**src/rtl/lpps_pkg.sv**
```systemverilog
// Shared types, codes and pattern decoders for the line position PID steering block.
package lpps_pkg;

  localparam int unsigned SENSOR_WIDTH = 8;
  localparam int unsigned CFG_IDX_W    = 3;
  localparam int unsigned CFG_DATA_W   = 8;
  localparam int unsigned ERR_W        = 9;
  localparam int unsigned SPEED_W      = 10;
  localparam int unsigned WSUM_W       = 7;
  localparam int unsigned CNT_W        = 4;
  localparam int unsigned ACC_W        = 20;

  // register indexes
  localparam logic [CFG_IDX_W-1:0] REG_GAIN_P       = 3'd0;
  localparam logic [CFG_IDX_W-1:0] REG_GAIN_I       = 3'd1;
  localparam logic [CFG_IDX_W-1:0] REG_GAIN_D       = 3'd2;
  localparam logic [CFG_IDX_W-1:0] REG_BASE_SPEED   = 3'd3;
  localparam logic [CFG_IDX_W-1:0] REG_LEFT_OFFSET  = 3'd4;
  localparam logic [CFG_IDX_W-1:0] REG_RIGHT_OFFSET = 3'd5;
  localparam logic [CFG_IDX_W-1:0] REG_LOST_ERROR   = 3'd6;
  localparam logic [CFG_IDX_W-1:0] REG_GAP_MODE     = 3'd7;

  // drive modes
  localparam logic [1:0] MODE_FWD  = 2'd0;
  localparam logic [1:0] MODE_CCW  = 2'd1;
  localparam logic [1:0] MODE_CW   = 2'd2;
  localparam logic [1:0] MODE_STOP = 2'd3;

  // remembered edge
  localparam logic [1:0] EDGE_NONE  = 2'd0;
  localparam logic [1:0] EDGE_LEFT  = 2'd1;
  localparam logic [1:0] EDGE_RIGHT = 2'd2;

  // multiplier operand select
  localparam logic [1:0] SEL_P = 2'd0;
  localparam logic [1:0] SEL_I = 2'd1;
  localparam logic [1:0] SEL_D = 2'd2;

  localparam logic [SENSOR_WIDTH-1:0] FULL_LINE = 8'hFF;
  localparam logic [SENSOR_WIDTH-1:0] MID_MASK  = 8'h7E;

  localparam logic signed [ERR_W:0] SUM_MAX = 10'sd200;
  localparam logic signed [ERR_W:0] SUM_MIN = -10'sd200;
  localparam logic signed [ACC_W-1:0] PID_MAX = 20'sd150;
  localparam logic signed [ACC_W-1:0] PID_MIN = -20'sd150;

  typedef struct packed {
    logic [7:0] gain_p;
    logic [7:0] gain_i;
    logic [7:0] gain_d;
    logic [7:0] base_speed;
    logic [7:0] left_offset;
    logic [7:0] right_offset;
    logic [7:0] lost_error;
    logic       gap_mode;
  } cfg_t;

  typedef struct packed {
    logic       load;
    logic       div_step;
    logic       err_en;
    logic       sum_en;
    logic       mul_en;
    logic [1:0] mul_sel;
    logic       commit;
  } cmd_t;

  typedef struct packed {
    logic hold;
    logic out_free;
  } sts_t;

  function automatic logic is_white(input logic [SENSOR_WIDTH-1:0] v);
    unique case (v) inside
      8'h60, 8'h70, 8'h20, 8'h30, 8'h38, 8'h10, 8'h18,
      8'h1C, 8'h08, 8'h0C, 8'h0E, 8'h04, 8'h06: return 1'b1;
      default: return 1'b0;
    endcase
  endfunction

  function automatic logic is_black(input logic [SENSOR_WIDTH-1:0] v);
    unique case (v) inside
      8'h9F, 8'h8F, 8'hDF, 8'hCF, 8'hC7, 8'hEF, 8'hE7,
      8'hE3, 8'hF7, 8'hF3, 8'hF1, 8'hFB, 8'hF9: return 1'b1;
      default: return 1'b0;
    endcase
  endfunction

  function automatic logic is_online(input logic [SENSOR_WIDTH-1:0] v);
    unique case (v) inside
      8'h60, 8'h70, 8'h30, 8'h38, 8'h18, 8'h1C, 8'h0C, 8'h0E, 8'h06,
      8'h9F, 8'h8F, 8'hCF, 8'hC7, 8'hE7, 8'hE3, 8'hF3, 8'hF1, 8'hF9: return 1'b1;
      default: return 1'b0;
    endcase
  endfunction

endpackage

```
**src/rtl/lpps_in_if.sv**
```systemverilog
// Sensor sample channel.
interface lpps_in_if;
  logic                            valid;
  logic                            ready;
  logic [lpps_pkg::SENSOR_WIDTH-1:0] sensor_bits;

  modport source (output valid, output sensor_bits, input ready);
  modport sink (input valid, input sensor_bits, output ready);
endinterface

```
**src/rtl/lpps_out_if.sv**
```systemverilog
// Steering result channel.
interface lpps_out_if;
  logic                               valid;
  logic                               ready;
  logic signed [lpps_pkg::ERR_W-1:0]   position_error;
  logic signed [lpps_pkg::ERR_W-1:0]   pid_output;
  logic signed [lpps_pkg::SPEED_W-1:0] left_speed;
  logic signed [lpps_pkg::SPEED_W-1:0] right_speed;
  logic [1:0]                         drive_mode;
  logic                               indicator;
  logic                               white_line_track;

  modport source (output valid, output position_error, output pid_output,
                  output left_speed, output right_speed, output drive_mode,
                  output indicator, output white_line_track, input ready);
  modport sink (input valid, input position_error, input pid_output,
                input left_speed, input right_speed, input drive_mode,
                input indicator, input white_line_track, output ready);
endinterface

```
**src/rtl/lpps_regs.sv**
```systemverilog
// Configuration register file.
module lpps_regs (
  input  logic                            clk_i,
  input  logic                            rst_ni,
  input  logic                            we_i,
  input  logic [lpps_pkg::CFG_IDX_W-1:0]  idx_i,
  input  logic [lpps_pkg::CFG_DATA_W-1:0] data_i,
  output lpps_pkg::cfg_t                  cfg_o
);
  import lpps_pkg::*;

  cfg_t cfg_q, cfg_d;

  always_comb begin
    cfg_d = cfg_q;
    if (we_i) begin
      unique case (idx_i)
        REG_GAIN_P:       cfg_d.gain_p       = data_i;
        REG_GAIN_I:       cfg_d.gain_i       = data_i;
        REG_GAIN_D:       cfg_d.gain_d       = data_i;
        REG_BASE_SPEED:   cfg_d.base_speed   = data_i;
        REG_LEFT_OFFSET:  cfg_d.left_offset  = data_i;
        REG_RIGHT_OFFSET: cfg_d.right_offset = data_i;
        REG_LOST_ERROR:   cfg_d.lost_error   = data_i;
        REG_GAP_MODE:     cfg_d.gap_mode     = data_i[0];
        default:          cfg_d = cfg_q;
      endcase
    end
  end

  always_ff @(posedge clk_i or negedge rst_ni) begin
    if (!rst_ni) begin
      cfg_q.gain_p       <= 8'd10;
      cfg_q.gain_i       <= 8'd0;
      cfg_q.gain_d       <= 8'd0;
      cfg_q.base_speed   <= 8'd150;
      cfg_q.left_offset  <= 8'd50;
      cfg_q.right_offset <= 8'd50;
      cfg_q.lost_error   <= 8'd100;
      cfg_q.gap_mode     <= 1'b1;
    end else begin
      cfg_q <= cfg_d;
    end
  end

  assign cfg_o = cfg_q;

endmodule

```
**src/rtl/lpps_ctrl.sv**
```systemverilog
// Sequencer: walks one sample through divide, error, sum, multiply and commit.
module lpps_ctrl (
  input  logic           clk_i,
  input  logic           rst_ni,
  input  logic           in_valid_i,
  output logic           in_ready_o,
  input  lpps_pkg::sts_t sts_i,
  output lpps_pkg::cmd_t cmd_o
);
  import lpps_pkg::*;

  localparam logic [2:0] S_IDLE = 3'd0;
  localparam logic [2:0] S_DIV  = 3'd1;
  localparam logic [2:0] S_ERR  = 3'd2;
  localparam logic [2:0] S_SUM  = 3'd3;
  localparam logic [2:0] S_MUL  = 3'd4;
  localparam logic [2:0] S_DONE = 3'd5;

  localparam logic [2:0] DIV_LAST = 3'(WSUM_W - 1);
  localparam logic [2:0] MUL_LAST = 3'd2;

  logic [2:0] state_q, state_d;
  logic [2:0] step_q, step_d;

  always_comb begin
    state_d = state_q;
    step_d  = step_q;
    cmd_o   = '0;
    unique case (state_q)
      S_IDLE: begin
        if (in_valid_i) begin
          cmd_o.load = 1'b1;
          step_d     = '0;
          state_d    = S_DIV;
        end
      end
      S_DIV: begin
        if (sts_i.hold) begin
          state_d = S_DONE;
        end else begin
          cmd_o.div_step = 1'b1;
          step_d         = step_q + 3'd1;
          if (step_q == DIV_LAST) state_d = S_ERR;
        end
      end
      S_ERR: begin
        cmd_o.err_en = 1'b1;
        state_d      = S_SUM;
      end
      S_SUM: begin
        cmd_o.sum_en = 1'b1;
        step_d       = '0;
        state_d      = S_MUL;
      end
      S_MUL: begin
        cmd_o.mul_en = 1'b1;
        unique case (step_q[1:0])
          2'd0:    cmd_o.mul_sel = SEL_P;
          2'd1:    cmd_o.mul_sel = SEL_I;
          default: cmd_o.mul_sel = SEL_D;
        endcase
        step_d = step_q + 3'd1;
        if (step_q == MUL_LAST) state_d = S_DONE;
      end
      S_DONE: begin
        // hold until the result register can take the beat
        if (sts_i.out_free) begin
          cmd_o.commit = 1'b1;
          state_d      = S_IDLE;
        end
      end
      default: state_d = S_IDLE;
    endcase
  end

  always_ff @(posedge clk_i or negedge rst_ni) begin
    if (!rst_ni) begin
      state_q <= S_IDLE;
      step_q  <= '0;
    end else begin
      state_q <= state_d;
      step_q  <= step_d;
    end
  end

  assign in_ready_o = (state_q == S_IDLE);

endmodule

```
**src/rtl/lpps_dp.sv**
```systemverilog
// Datapath: polarity, centroid divider, PID multiply-accumulate, result register.
module lpps_dp (
  input  logic                                clk_i,
  input  logic                                rst_ni,
  input  lpps_pkg::cfg_t                      cfg_i,
  input  lpps_pkg::cmd_t                      cmd_i,
  output lpps_pkg::sts_t                      sts_o,
  input  logic [lpps_pkg::SENSOR_WIDTH-1:0]   sensor_bits_i,
  input  logic                                out_ready_i,
  output logic                                out_valid_o,
  output logic signed [lpps_pkg::ERR_W-1:0]   position_error_o,
  output logic signed [lpps_pkg::ERR_W-1:0]   pid_output_o,
  output logic signed [lpps_pkg::SPEED_W-1:0] left_speed_o,
  output logic signed [lpps_pkg::SPEED_W-1:0] right_speed_o,
  output logic [1:0]                          drive_mode_o,
  output logic                                indicator_o,
  output logic                                white_line_track_o
);
  import lpps_pkg::*;

  // persistent state
  logic                    pol_q, pol_d;
  logic [1:0]              edge_q, edge_d;
  logic signed [ERR_W-1:0] sum_q;
  logic signed [ERR_W-1:0] last_q;
  logic [1:0]              rec_q;
  logic                    fls_q;
  logic                    out_valid_q;

  // per-sample working registers
  logic [SENSOR_WIDTH-1:0] line_q;
  logic                    ind_q;
  logic                    hold_q;
  logic                    cnt_zero_q;
  logic [CNT_W-1:0]        dvs_q;
  logic [WSUM_W-1:0]       dvd_q;
  logic [CNT_W-1:0]        rem_q;
  logic signed [ERR_W-1:0] err_q;
  logic signed [ERR_W:0]   d_q;
  logic signed [ACC_W-1:0] acc_q;

  // result register
  logic signed [ERR_W-1:0]   pe_q, pid_q;
  logic signed [SPEED_W-1:0] ls_q, rs_q;
  logic [1:0]                mode_q;
  logic                      ind_out_q, pol_out_q;

  // load: learn polarity, normalize pattern, weigh it
  logic [SENSOR_WIDTH-1:0] line_d;
  logic [WSUM_W-1:0]       wsum;
  logic [CNT_W-1:0]        cnt;

  always_comb begin
    pol_d = pol_q;
    if (is_white(sensor_bits_i)) pol_d = 1'b1;
    else if (is_black(sensor_bits_i)) pol_d = 1'b0;
    line_d = pol_d ? sensor_bits_i : ~sensor_bits_i;
    wsum = '0;
    cnt  = '0;
    for (int i = 0; i < SENSOR_WIDTH; i++) begin
      if (line_d[SENSOR_WIDTH-1-i]) begin
        wsum = wsum + WSUM_W'(2 * (i + 1));
        cnt  = cnt + CNT_W'(1);
      end
    end
  end

  // one restoring divide step
  logic [CNT_W:0] rem_shift;
  logic           q_bit;
  logic [CNT_W:0] rem_next;

  always_comb begin
    rem_shift = {rem_q, dvd_q[WSUM_W-1]};
    q_bit     = (rem_shift >= {1'b0, dvs_q});
    rem_next  = q_bit ? (rem_shift - {1'b0, dvs_q}) : rem_shift;
  end

  // error from quotient, edge memory and lost line
  logic signed [ERR_W-1:0] lost_pos, lost_neg, err_d;
  logic                    l_bit, r_bit;

  always_comb begin
    lost_pos = $signed({1'b0, cfg_i.lost_error});
    lost_neg = -lost_pos;
    l_bit    = line_q[SENSOR_WIDTH-1];
    r_bit    = line_q[0];
    edge_d   = (rec_q != MODE_FWD && cfg_i.gap_mode) ? EDGE_NONE : edge_q;
    if (l_bit != r_bit) edge_d = l_bit ? EDGE_LEFT : EDGE_RIGHT;
    if (cnt_zero_q) err_d = '0;
    else err_d = $signed({2'b00, dvd_q}) - ERR_W'(SENSOR_WIDTH + 1);
    if (line_q == '0) begin
      if (edge_d == EDGE_RIGHT) err_d = lost_pos;
      else if (edge_d == EDGE_LEFT) err_d = lost_neg;
    end
  end

  // clamped integral and difference
  logic signed [ERR_W:0]   sum_raw;
  logic signed [ERR_W-1:0] sum_d;
  logic signed [ERR_W:0]   d_d;

  always_comb begin
    sum_raw = {sum_q[ERR_W-1], sum_q} + {err_q[ERR_W-1], err_q};
    if (err_q == '0) sum_d = '0;
    else if (sum_raw > SUM_MAX) sum_d = ERR_W'(SUM_MAX);
    else if (sum_raw < SUM_MIN) sum_d = ERR_W'(SUM_MIN);
    else sum_d = sum_raw[ERR_W-1:0];
    d_d = {err_q[ERR_W-1], err_q} - {last_q[ERR_W-1], last_q};
  end

  // shared multiplier
  logic [7:0]                 mul_a;
  logic signed [ERR_W:0]      mul_b;
  logic signed [ERR_W+9:0]    prod;

  always_comb begin
    unique case (cmd_i.mul_sel)
      SEL_P: begin
        mul_a = cfg_i.gain_p;
        mul_b = {err_q[ERR_W-1], err_q};
      end
      SEL_I: begin
        mul_a = cfg_i.gain_i;
        mul_b = {sum_q[ERR_W-1], sum_q};
      end
      default: begin
        mul_a = cfg_i.gain_d;
        mul_b = d_q;
      end
    endcase
    prod = $signed({1'b0, mul_a}) * mul_b;
  end

  // commit: clamp PID, pick drive mode and speeds
  logic signed [ERR_W-1:0]   pid_c;
  logic signed [SPEED_W-1:0] base_s, loff_s, roff_s, pid_s;
  logic signed [SPEED_W-1:0] ls_turn, rs_turn;
  logic                      full_c, is_lost;
  logic signed [ERR_W-1:0]   pe_n, pid_n;
  logic signed [SPEED_W-1:0] ls_n, rs_n;
  logic [1:0]                mode_n, rec_n;
  logic                      fls_n;

  always_comb begin
    if (acc_q > PID_MAX) pid_c = ERR_W'(PID_MAX);
    else if (acc_q < PID_MIN) pid_c = ERR_W'(PID_MIN);
    else pid_c = acc_q[ERR_W-1:0];
    base_s  = $signed({2'b00, cfg_i.base_speed});
    loff_s  = $signed({2'b00, cfg_i.left_offset});
    roff_s  = $signed({2'b00, cfg_i.right_offset});
    pid_s   = {pid_c[ERR_W-1], pid_c};
    ls_turn = base_s - loff_s;
    rs_turn = base_s - roff_s;
    full_c  = (line_q == FULL_LINE);
    is_lost = (err_q == lost_pos) || (err_q == lost_neg);

    pe_n   = err_q;
    pid_n  = pid_c;
    ls_n   = base_s - pid_s - roff_s;
    rs_n   = base_s + pid_s - loff_s;
    mode_n = MODE_FWD;
    rec_n  = MODE_FWD;
    fls_n  = full_c;
    if (hold_q) begin
      pe_n   = last_q;
      pid_n  = '0;
      ls_n   = ls_turn;
      rs_n   = rs_turn;
      mode_n = rec_q;
      rec_n  = rec_q;
      fls_n  = 1'b0;
    end else if (full_c && fls_q) begin
      ls_n   = '0;
      rs_n   = '0;
      mode_n = MODE_STOP;
      fls_n  = 1'b1;
    end else if (is_lost) begin
      // the positive test wins when both match
      rec_n  = (err_q == lost_pos) ? MODE_CCW : MODE_CW;
      mode_n = rec_n;
      ls_n   = ls_turn;
      rs_n   = rs_turn;
    end
  end

  // control state
  always_ff @(posedge clk_i or negedge rst_ni) begin
    if (!rst_ni) begin
      pol_q       <= 1'b0;
      edge_q      <= EDGE_NONE;
      sum_q       <= '0;
      last_q      <= '0;
      rec_q       <= MODE_FWD;
      fls_q       <= 1'b0;
      out_valid_q <= 1'b0;
      hold_q      <= 1'b0;
    end else begin
      if (cmd_i.load) begin
        pol_q  <= pol_d;
        hold_q <= (rec_q != MODE_FWD) && !is_online(line_d);
      end
      if (cmd_i.err_en) edge_q <= edge_d;
      if (cmd_i.sum_en) begin
        sum_q  <= sum_d;
        last_q <= err_q;
      end
      if (cmd_i.commit) begin
        rec_q <= rec_n;
        fls_q <= fls_n;
      end
      if (cmd_i.commit) out_valid_q <= 1'b1;
      else if (out_ready_i) out_valid_q <= 1'b0;
    end
  end

  // working and result payload
  always_ff @(posedge clk_i) begin
    if (cmd_i.load) begin
      line_q     <= line_d;
      ind_q      <= ((line_d & MID_MASK) == MID_MASK);
      cnt_zero_q <= (cnt == '0);
      dvs_q      <= cnt;
      dvd_q      <= wsum;
      rem_q      <= '0;
    end
    if (cmd_i.div_step) begin
      rem_q <= rem_next[CNT_W-1:0];
      dvd_q <= {dvd_q[WSUM_W-2:0], q_bit};
    end
    if (cmd_i.err_en) err_q <= err_d;
    if (cmd_i.sum_en) d_q <= d_d;
    if (cmd_i.mul_en) begin
      if (cmd_i.mul_sel == SEL_P) acc_q <= ACC_W'(prod);
      else acc_q <= acc_q + ACC_W'(prod);
    end
    if (cmd_i.commit) begin
      pe_q      <= pe_n;
      pid_q     <= pid_n;
      ls_q      <= ls_n;
      rs_q      <= rs_n;
      mode_q    <= mode_n;
      ind_out_q <= ind_q;
      pol_out_q <= pol_q;
    end
  end

  assign sts_o.hold     = hold_q;
  assign sts_o.out_free = !out_valid_q || out_ready_i;

  assign out_valid_o        = out_valid_q;
  assign position_error_o   = pe_q;
  assign pid_output_o       = pid_q;
  assign left_speed_o       = ls_q;
  assign right_speed_o      = rs_q;
  assign drive_mode_o       = mode_q;
  assign indicator_o        = ind_out_q;
  assign white_line_track_o = pol_out_q;

endmodule

```
**src/rtl/line_position_pid_steering_core.sv**
```systemverilog
// Top level of the line position PID steering block.
//
//  channel    dir  handshake       payload
//  sample_i   in   valid / ready   sensor_bits
//  result_o   out  valid / ready   position_error, pid_output, left/right_speed,
//                                  drive_mode, indicator, white_line_track
//  cfg        in   cfg_we_i        cfg_idx_i, cfg_data_i
//
// One sample at a time: on the tracking path the accepted beat goes through 7 divider
// steps for the centroid, error, integral, three passes through the shared multiplier
// and commit; during a held recovery turn it goes from the divide state to commit.
// A new sample is taken once the previous one has moved into the result register.
// A stalled result holds the commit stage; reset clears all tracking state and
// loads the register defaults, with no clearing pass.
module line_position_pid_steering_core (
  input  logic                            clk_i,
  input  logic                            rst_ni,
  lpps_in_if.sink                         sample_i,
  lpps_out_if.source                      result_o,
  input  logic                            cfg_we_i,
  input  logic [lpps_pkg::CFG_IDX_W-1:0]  cfg_idx_i,
  input  logic [lpps_pkg::CFG_DATA_W-1:0] cfg_data_i
);
  import lpps_pkg::*;

  cfg_t cfg;
  cmd_t cmd;
  sts_t sts;

  lpps_regs u_regs (
    .clk_i  (clk_i),
    .rst_ni (rst_ni),
    .we_i   (cfg_we_i),
    .idx_i  (cfg_idx_i),
    .data_i (cfg_data_i),
    .cfg_o  (cfg)
  );

  lpps_ctrl u_ctrl (
    .clk_i      (clk_i),
    .rst_ni     (rst_ni),
    .in_valid_i (sample_i.valid),
    .in_ready_o (sample_i.ready),
    .sts_i      (sts),
    .cmd_o      (cmd)
  );

  lpps_dp u_dp (
    .clk_i              (clk_i),
    .rst_ni             (rst_ni),
    .cfg_i              (cfg),
    .cmd_i              (cmd),
    .sts_o              (sts),
    .sensor_bits_i      (sample_i.sensor_bits),
    .out_ready_i        (result_o.ready),
    .out_valid_o        (result_o.valid),
    .position_error_o   (result_o.position_error),
    .pid_output_o       (result_o.pid_output),
    .left_speed_o       (result_o.left_speed),
    .right_speed_o      (result_o.right_speed),
    .drive_mode_o       (result_o.drive_mode),
    .indicator_o        (result_o.indicator),
    .white_line_track_o (result_o.white_line_track)
  );

endmodule

```
**src/flat_wrapper.sv**
```systemverilog
// flat-port wrapper written by rule: the top's interface ports become plain ports
module line_position_pid_steering_core_flat import lpps_pkg::*;
  (clk_i, rst_ni, cfg_we_i, cfg_idx_i, cfg_data_i, sample_i_valid, sample_i_sensor_bits, sample_i_ready, result_o_valid, result_o_position_error, result_o_pid_output, result_o_left_speed, result_o_right_speed, result_o_drive_mode, result_o_indicator, result_o_white_line_track, result_o_ready);
  lpps_in_if sample_i_i ();
  lpps_out_if result_o_i ();
  input  logic clk_i;
  input  logic rst_ni;
  input  logic cfg_we_i;
  input  logic [lpps_pkg::CFG_IDX_W-1:0] cfg_idx_i;
  input  logic [lpps_pkg::CFG_DATA_W-1:0] cfg_data_i;
  input wire logic [$bits(sample_i_i.valid)-1:0] sample_i_valid;
  input wire logic [$bits(sample_i_i.sensor_bits)-1:0] sample_i_sensor_bits;
  output wire logic [$bits(sample_i_i.ready)-1:0] sample_i_ready;
  output wire logic [$bits(result_o_i.valid)-1:0] result_o_valid;
  output wire logic [$bits(result_o_i.position_error)-1:0] result_o_position_error;
  output wire logic [$bits(result_o_i.pid_output)-1:0] result_o_pid_output;
  output wire logic [$bits(result_o_i.left_speed)-1:0] result_o_left_speed;
  output wire logic [$bits(result_o_i.right_speed)-1:0] result_o_right_speed;
  output wire logic [$bits(result_o_i.drive_mode)-1:0] result_o_drive_mode;
  output wire logic [$bits(result_o_i.indicator)-1:0] result_o_indicator;
  output wire logic [$bits(result_o_i.white_line_track)-1:0] result_o_white_line_track;
  input wire logic [$bits(result_o_i.ready)-1:0] result_o_ready;
  assign sample_i_i.valid = sample_i_valid;
  assign sample_i_i.sensor_bits = sample_i_sensor_bits;
  assign sample_i_ready = sample_i_i.ready;
  assign result_o_valid = result_o_i.valid;
  assign result_o_position_error = result_o_i.position_error;
  assign result_o_pid_output = result_o_i.pid_output;
  assign result_o_left_speed = result_o_i.left_speed;
  assign result_o_right_speed = result_o_i.right_speed;
  assign result_o_drive_mode = result_o_i.drive_mode;
  assign result_o_indicator = result_o_i.indicator;
  assign result_o_white_line_track = result_o_i.white_line_track;
  assign result_o_i.ready = result_o_ready;
  line_position_pid_steering_core u_core (.clk_i(clk_i), .rst_ni(rst_ni), .sample_i(sample_i_i), .result_o(result_o_i), .cfg_we_i(cfg_we_i), .cfg_idx_i(cfg_idx_i), .cfg_data_i(cfg_data_i));
endmodule
```
**config.mk**
```make
export PLATFORM = sky130hd
export DESIGN_NAME = line_position_pid_steering_core_flat
export DESIGN_NICKNAME = d
export VERILOG_FILES = /design/src/rtl/lpps_pkg.sv /design/src/rtl/lpps_in_if.sv /design/src/rtl/lpps_out_if.sv /design/src/rtl/lpps_regs.sv /design/src/rtl/lpps_ctrl.sv /design/src/rtl/lpps_dp.sv /design/src/rtl/line_position_pid_steering_core.sv /design/src/flat_wrapper.sv
export SDC_FILE = /design/constraint.sdc
export NUM_CORES = 1
export LEC_CHECK = 0
export BUFFER_PORTS_ARGS = -buffer_cell sky130_fd_sc_hd__buf_4
export CAP_MARGIN = 5
export CORE_ASPECT_RATIO = 1.25
export CORE_MARGIN = 8
export CORE_UTILIZATION = 55
export CTS_CLUSTER_SIZE = 40
export DETAILED_ROUTE_END_ITERATION = 6
export GPL_ROUTABILITY_DRIVEN = 0
export PLACE_DENSITY = 0.72
export SLEW_MARGIN = 20
export SYNTH_ARGS = -nofsm -noshare
export SYNTH_HDL_FRONTEND = slang
export SYNTH_SLANG_ARGS = --single-unit
```
**constraint.sdc**
```tcl
create_clock -name clk_i -period 14 [get_ports clk_i]
set_input_delay 2.8 -clock clk_i [delete_from_list [all_inputs] [get_ports clk_i]]
set_output_delay 2.8 -clock clk_i [all_outputs]
set_load 0.1 [all_outputs]
```
# Yosys cells after proc, flatten, opt, wreduce, memory -nomap -nowiden
# Cells that the tools add are included.
# word_totals
out_inout_bits	44
word_cells	252
reg_bits	195
input_bits	24
# op_classes
n_addsub	27
n_reduce_logical	32
n_lt_le_gt_ge	5
mul	1
n_eq_ne	72
n_bitwise	2
muxes	79
# op_table
cell	count
8-bit equality test (second input constant)	23
9-bit two-way mux	10
7-bit two-way mux	9
10-bit two-way mux	6
8-bit by 4-bit equality test with 1-bit output (second input constant)	5
8-bit by 5-bit equality test with 1-bit output (second input constant)	5
8-bit by 6-bit equality test with 1-bit output (second input constant)	5
4-bit two-way mux	10
8-bit by 7-bit equality test with 1-bit output (second input constant)	4
4-bit by 1-bit adder with 4-bit output (second input constant)	7
7-bit by 4-bit adder with 7-bit output (second input constant)	4
13-bit OR reduction	2
8-bit by 3-bit equality test with 1-bit output (second input constant)	3
3-bit two-way mux	8
3-bit equality test (second input constant)	7
20-bit by 19-bit adder with 20-bit output	1
9-bit by 9-bit adder with 10-bit output	2
20-bit by 9-bit greater-than comparator with 1-bit output (second input constant)	1
20-bit by 9-bit less-than comparator with 1-bit output (second input constant)	1
1-bit two-way mux	20
20-bit two-way mux	1
10-bit case mux with 2 select lines	1
10-bit by 9-bit subtractor with 10-bit output	2
9-bit by 9-bit subtractor with 10-bit output	2
43 further kinds	79

# Longest topological paths before layout
# depth
word_depth	24
ltp_mapped	36
ltp_nobuf	35

# Cells and area by module
# A second synthesis with hierarchy kept.
# hier_totals
hier_cells	1743
hier_area_um2	16832.4
# modules_own_cells
module	cells_each	instances	seq_area_each_um2	area_each_um2
lpps_dp	1562	1	3833.7	14146.1
lpps_regs	129	1	1446.4	2218.4
lpps_ctrl	52	1	150.1	467.9

# Worst setup path after synthesis
# Ideal clock, no wire load.
# synth_path
kind	input -> register
start	input port sample_i_sensor_bits[2]
end	register u_core.u_dp.cnt_zero_q, data pin
path_buffers	3
path_slack_ps	5961
arrival_time_ps	7869
cell_stages	25
t_required_ps	13830
path_cell_list	buf_6 > and2_4 > a2111oi_4 > a21oi_4 > nor2_8 > buf_2 > nor2_1 > or2_2 > ha_1 > clkbuf_1 > xnor2_1 > ha_1 > inv_1 > a2bb2oi_2 > ha_1 > nand2_1 > nand2_1 > ha_1 > a211oi_1 > a21oi_1 > ha_1 > mux2_2 > ha_1 > mux2_2 > nor4_2
# synth_via
elab_chain_len	23
elab_cells_between_ends	51
# synth_lines
element	line_no	source
from (decl)	flat_wrapper.sv:12	input wire logic [$bits(sample_i_i.sensor_bits)-1:0] sample_i_sensor_bits;
8-bit equality test	lpps_dp.sv:56	else if (is_black(sensor_bits_i)) pol_d = 1'b0;
13-bit OR reduction	lpps_pkg.sv:82	unique case (v) inside
1-bit two-way mux	lpps_pkg.sv:82	
1-bit two-way mux	lpps_dp.sv:55	if (is_white(sensor_bits_i)) pol_d = 1'b1;
1-bit two-way mux	lpps_dp.sv:56	
1-bit two-way mux	lpps_dp.sv:55	
8-bit two-way mux *	lpps_dp.sv:57	line_d = pol_d ? sensor_bits_i : ~sensor_bits_i;
1-bit two-way mux	lpps_dp.sv:61	if (line_d[SENSOR_WIDTH-1-i]) begin
[... 8 more ...]	n/a	
4-bit by 1-bit adder with 4-bit output	lpps_dp.sv:63	cnt = cnt + CNT_W'(1);
4-bit two-way mux	lpps_dp.sv:61	
4-bit by 1-bit adder with 4-bit output	lpps_dp.sv:63	
4-bit two-way mux	lpps_dp.sv:61	
4-bit by 1-bit adder with 4-bit output	lpps_dp.sv:63	
4-bit two-way mux *	lpps_dp.sv:61	
via u_core.u_dp.cnt[1]	lpps_dp.sv:51	logic [CNT_W-1:0] cnt;
4-bit logical NOT *	lpps_dp.sv:222	cnt_zero_q <= (cnt == '0);
to (signal assigned)	lpps_dp.sv:222	
to (decl)	lpps_dp.sv:34	logic cnt_zero_q;
# Mark *: on every way through the listed nets, which the timed path passes. The rest lies on a longest branch. The select of a mux whose other input is x is not followed.
# A chain may end at the register's enable or synchronous reset.

# Worst setup path in the final report
# layout_path
start	register u_core.u_ctrl.state_q[1]
end	register u_core.u_dp.acc_q[19], data pin
# layout_via
elab_chain_len	7
elab_cells_between_ends	9
# layout_lines
element	line_no	source
from (decl)	lpps_ctrl.sv:22	logic [2:0] state_q, state_d;
from (signal assigned)	lpps_ctrl.sv:81	state_q <= state_d;
3-bit equality test *	lpps_ctrl.sv:29	unique case (state_q)
3-bit two-way mux *	lpps_ctrl.sv:29	
2-bit by 1-bit equality test with 1-bit output or 2-bit logical NOT (tied branches)	lpps_dp.sv:118, lpps_dp.sv:234	
8-bit case mux with 2 select lines or 10-bit case mux with 2 select lines (tied branches)	lpps_dp.sv:118	unique case (cmd_i.mul_sel)
9-bit by 10-bit multiplier with 19-bit output	lpps_dp.sv:132	prod = $signed({1'b0, mul_a}) * mul_b;
20-bit by 19-bit adder with 20-bit output	lpps_dp.sv:235	else acc_q <= acc_q + ACC_W'(prod);
20-bit two-way mux *	lpps_dp.sv:234	if (cmd_i.mul_sel == SEL_P) acc_q <= ACC_W'(prod);
to (signal assigned)	lpps_dp.sv:234	
to (signal assigned)	lpps_dp.sv:235	
to (decl)	lpps_dp.sv:40	logic signed [ACC_W-1:0] acc_q;
# Mark *: on every way between the ends. The rest lies on a longest branch, timed or not.

==> results_dict.tcl <==
set metrics [dict create \
    required_ns 14.18 \
    drive_gt1_frac 0.133 \
    post_cts_resize_count 0 \
    post_cts_buffers 0 \
    ys_async_sr_fraction 0.456 \
    ys_ff_latch 195 \
    port_buffers 67 \
    antenna_found_initial 0 \
    finClkSkew_ns 0.0188 \
    cp_max_fo 59 \
    final_hold_viol_count 0 \
    period_minus_slack_ns 8.96 \
    grt_pass1_wl_microns 64800 \
    worstSetupEndpointType "flip-flop" \
    hpwl_microns 30400 \
    syn_to_final_growth_pct 8.61 \
    route.vias.total 13000 \
    die-area_sq_um 36900 \
    clk_root_buffer_cell "clkbuf_16" \
    cts_buffers 17 \
    fin_crit_sh 0.640 \
    synth_area_leaders "edfxtp_1 19%, dfrtp_1 11%, fa_1 10%" \
    status "completed" \
    synth_fp_nets 2024 \
    postRouteAntennaNets 0 \
    max_freq_ghz 0.112 \
    grtUsageMet3 0.0239 \
    worstSetupPathType "reg -> reg" \
    clock_sinks 195 \
    busiest_layer "met2" \
    htreeDepth 4 \
    synth_top_area_frac 0.187 \
    wl_per_cell_microns 17.6 \
    drt_iter0_drc 702 \
    core-area_sq_um 30700 \
    drc_errors 0 \
    clk_pin_slew_worst_paths_ns 0.08 \
    io_pins 68 \
    syn_inst 1775 \
    finalSetupTns_ns 0 \
    use_met1 0.240 \
    slew_headroom 0.265 \
    worstPathArrival_ns 9.14 \
    ys_seq_area_frac 0.319 \
    place_area_sq_um 17900 \
    cts_hold_buf 0 \
    fp.dieH_microns 213 \
    nets 2063 \
    grt_pass1_vias 13300 \
    synth_ff_type "edfxtp_1" \
    yosysMostFrequentCell "inv_1" \
    startpoint_type "flip-flop" \
    die_w_microns 173 \
    yosys_warnings 0 \
    yosys.area.top_type "edfxtp_1" \
    syn_avg_cell_area_sq_um 9.60 \
    cp_slowest_cell "a221oi_1" \
    synthDistinctLibCells 97 \
    first_pass_iters 7 \
    grt_max_degree 79 \
    clkLatencyLatePin_ns 0.45 \
    setup-violations-final 0 \
    syn_area_sq_um 17000 \
    routed_wl_microns 39300 \
    grt_overflow_total 0 \
    hold_class "reg -> reg" \
    synth_common_cells "226 x inv_1, 137 x ha_1, 132 x nand2_1" \
    viasPerCell 5.81 \
    initial_core_util 0.555 \
    cts_tree "yes" \
    use_met2 0.406 \
    tightestPinTransition_ns 1.09 \
    slowest_delay_ns 0.60 \
    grtUsageTotal 0.214 \
    cts_buffer_depth 2 \
    synth_edf_count 106 \
    rsz0062_at_grt "no" \
    fin_area_sq_um 18500 \
    row_count 72 \
    slew_violations 0 \
    drv_cap 0 \
]
==> kinds of logic (layout without fill, tap and decap cells) <==
| family | after synthesis | after routing | share of synthesized area |
|---|---|---|---|
| adders and majority gates | 228 | 228 | 0.206 |
| muxes | 81 | 81 | 0.0521 |
| other | 0 | 1 | 0 |
| buffers and inverters | 287 | 339 | 0.0654 |
| AOI/OAI and AO/OA | 409 | 409 | 0.160 |
| DFF | 195 | 195 | 0.319 |
| xor gates and xnor gates | 121 | 121 | 0.0657 |
| and+or+nand+nor | 454 | 454 | 0.132 |
==> layout by cell type, fill, tap and decap left out, drive strengths merged, types with 78 or more instances in the layout <==
cell and count:
a21oi 95, buf 78, edfxtp 106, fa 88
ha 137, inv 234, nand2 133, nor2 134
o21ai 103, xnor2 88
==> path summary, 6_finish.rpt <==
kind,startpoint,cells past startpoint,end,slack [ns]
min reg2reg,u_core.u_dp.ind_q,0,u_core.u_dp.indicator_o,0.43
min in group asynchronous,rst_ni,1,u_core.u_dp.sum_q[7],2.19
max in group asynchronous,rst_ni,3,u_core.u_regs.cfg_o[27],10.87
min,u_core.u_dp.ind_q,0,u_core.u_dp.indicator_o,0.43
max reg2reg,u_core.u_ctrl.state_q[1],33,u_core.u_dp.acc_q[19],5.04
max,u_core.u_ctrl.state_q[1],33,u_core.u_dp.acc_q[19],5.04
==> layer usage <==
metal	up-vias	share of wire	wire length [microns]
met1	6372	0.40	15600
met3	86	0.039	1520
met4	0	0.034	1330
li1	6240	-	-
met2	279	0.53	20900
met5	-	0	0
==> sequential cells by signal, summed over array words and instances (netlist names), 2 cells and up <==
name                          count
u_core.u_dp.sum_q                 9
u_core.u_dp.rec_q                 2
u_core.u_dp.left_speed_o         10
u_core.u_dp.err_q                 9
u_core.u_dp.line_q                8
u_core.u_regs.cfg_o              57
u_core.u_dp.pid_output_o          9
u_core.u_dp.position_error_o      9
u_core.u_dp.acc_q                20
u_core.u_dp.dvd_q                 7
u_core.u_dp.rem_q                 4
u_core.u_dp.drive_mode_o          2
u_core.u_dp.last_q                9
u_core.u_dp.edge_q                2
u_core.u_ctrl.step_q              3
u_core.u_ctrl.state_q             3
u_core.u_dp.d_q                  10
u_core.u_dp.dvs_q                 4
u_core.u_dp.right_speed_o        10
==> stage by stage <==
stage	instances	utilization	hold slack, ns	worst slack (ns)
after global placement	2201	0.582	0.404	5.39
after detailed placement	2201	0.582	0.417	5.06
after CTS	2233	0.601	0.436	5.09
after global routing	2234	0.602	0.444	4.35
final	2235	0.602	0.430	5.04
after floorplan	1775	-	0.400	5.96
==> layout make-up <==
class / count / area (sq um)
fill: 2589 / 12200
multi-input combinational: 1293 / 10500
sequential: 195 / 5430
inverter: 229 / 862
timing repair buffer: 78 / 606
tap: 407 / 509
clock buffer: 21 / 482
clock inverter: 11 / 90.1
antenna: 1 / 2.50
==> worst max-delay path, delay by kind of cell (launching register included) <==
| family | cells | cell delay (ns) |
|---|---|---|
| DFF | 1 | 0.56 |
| xor gates and xnor gates | 2 | 0.35 |
| adders and majority gates | 6 | 2.70 |
| muxes | 1 | 0.18 |
| AOI/OAI and AO/OA | 13 | 3.03 |
| buffers and inverters | 6 | 1.05 |
| and+or+nand+nor | 5 | 0.82 |
Power is left out: the tool's default activity adds up to more than one toggle a clock period on the data nets, which glitch-free logic cannot reach.
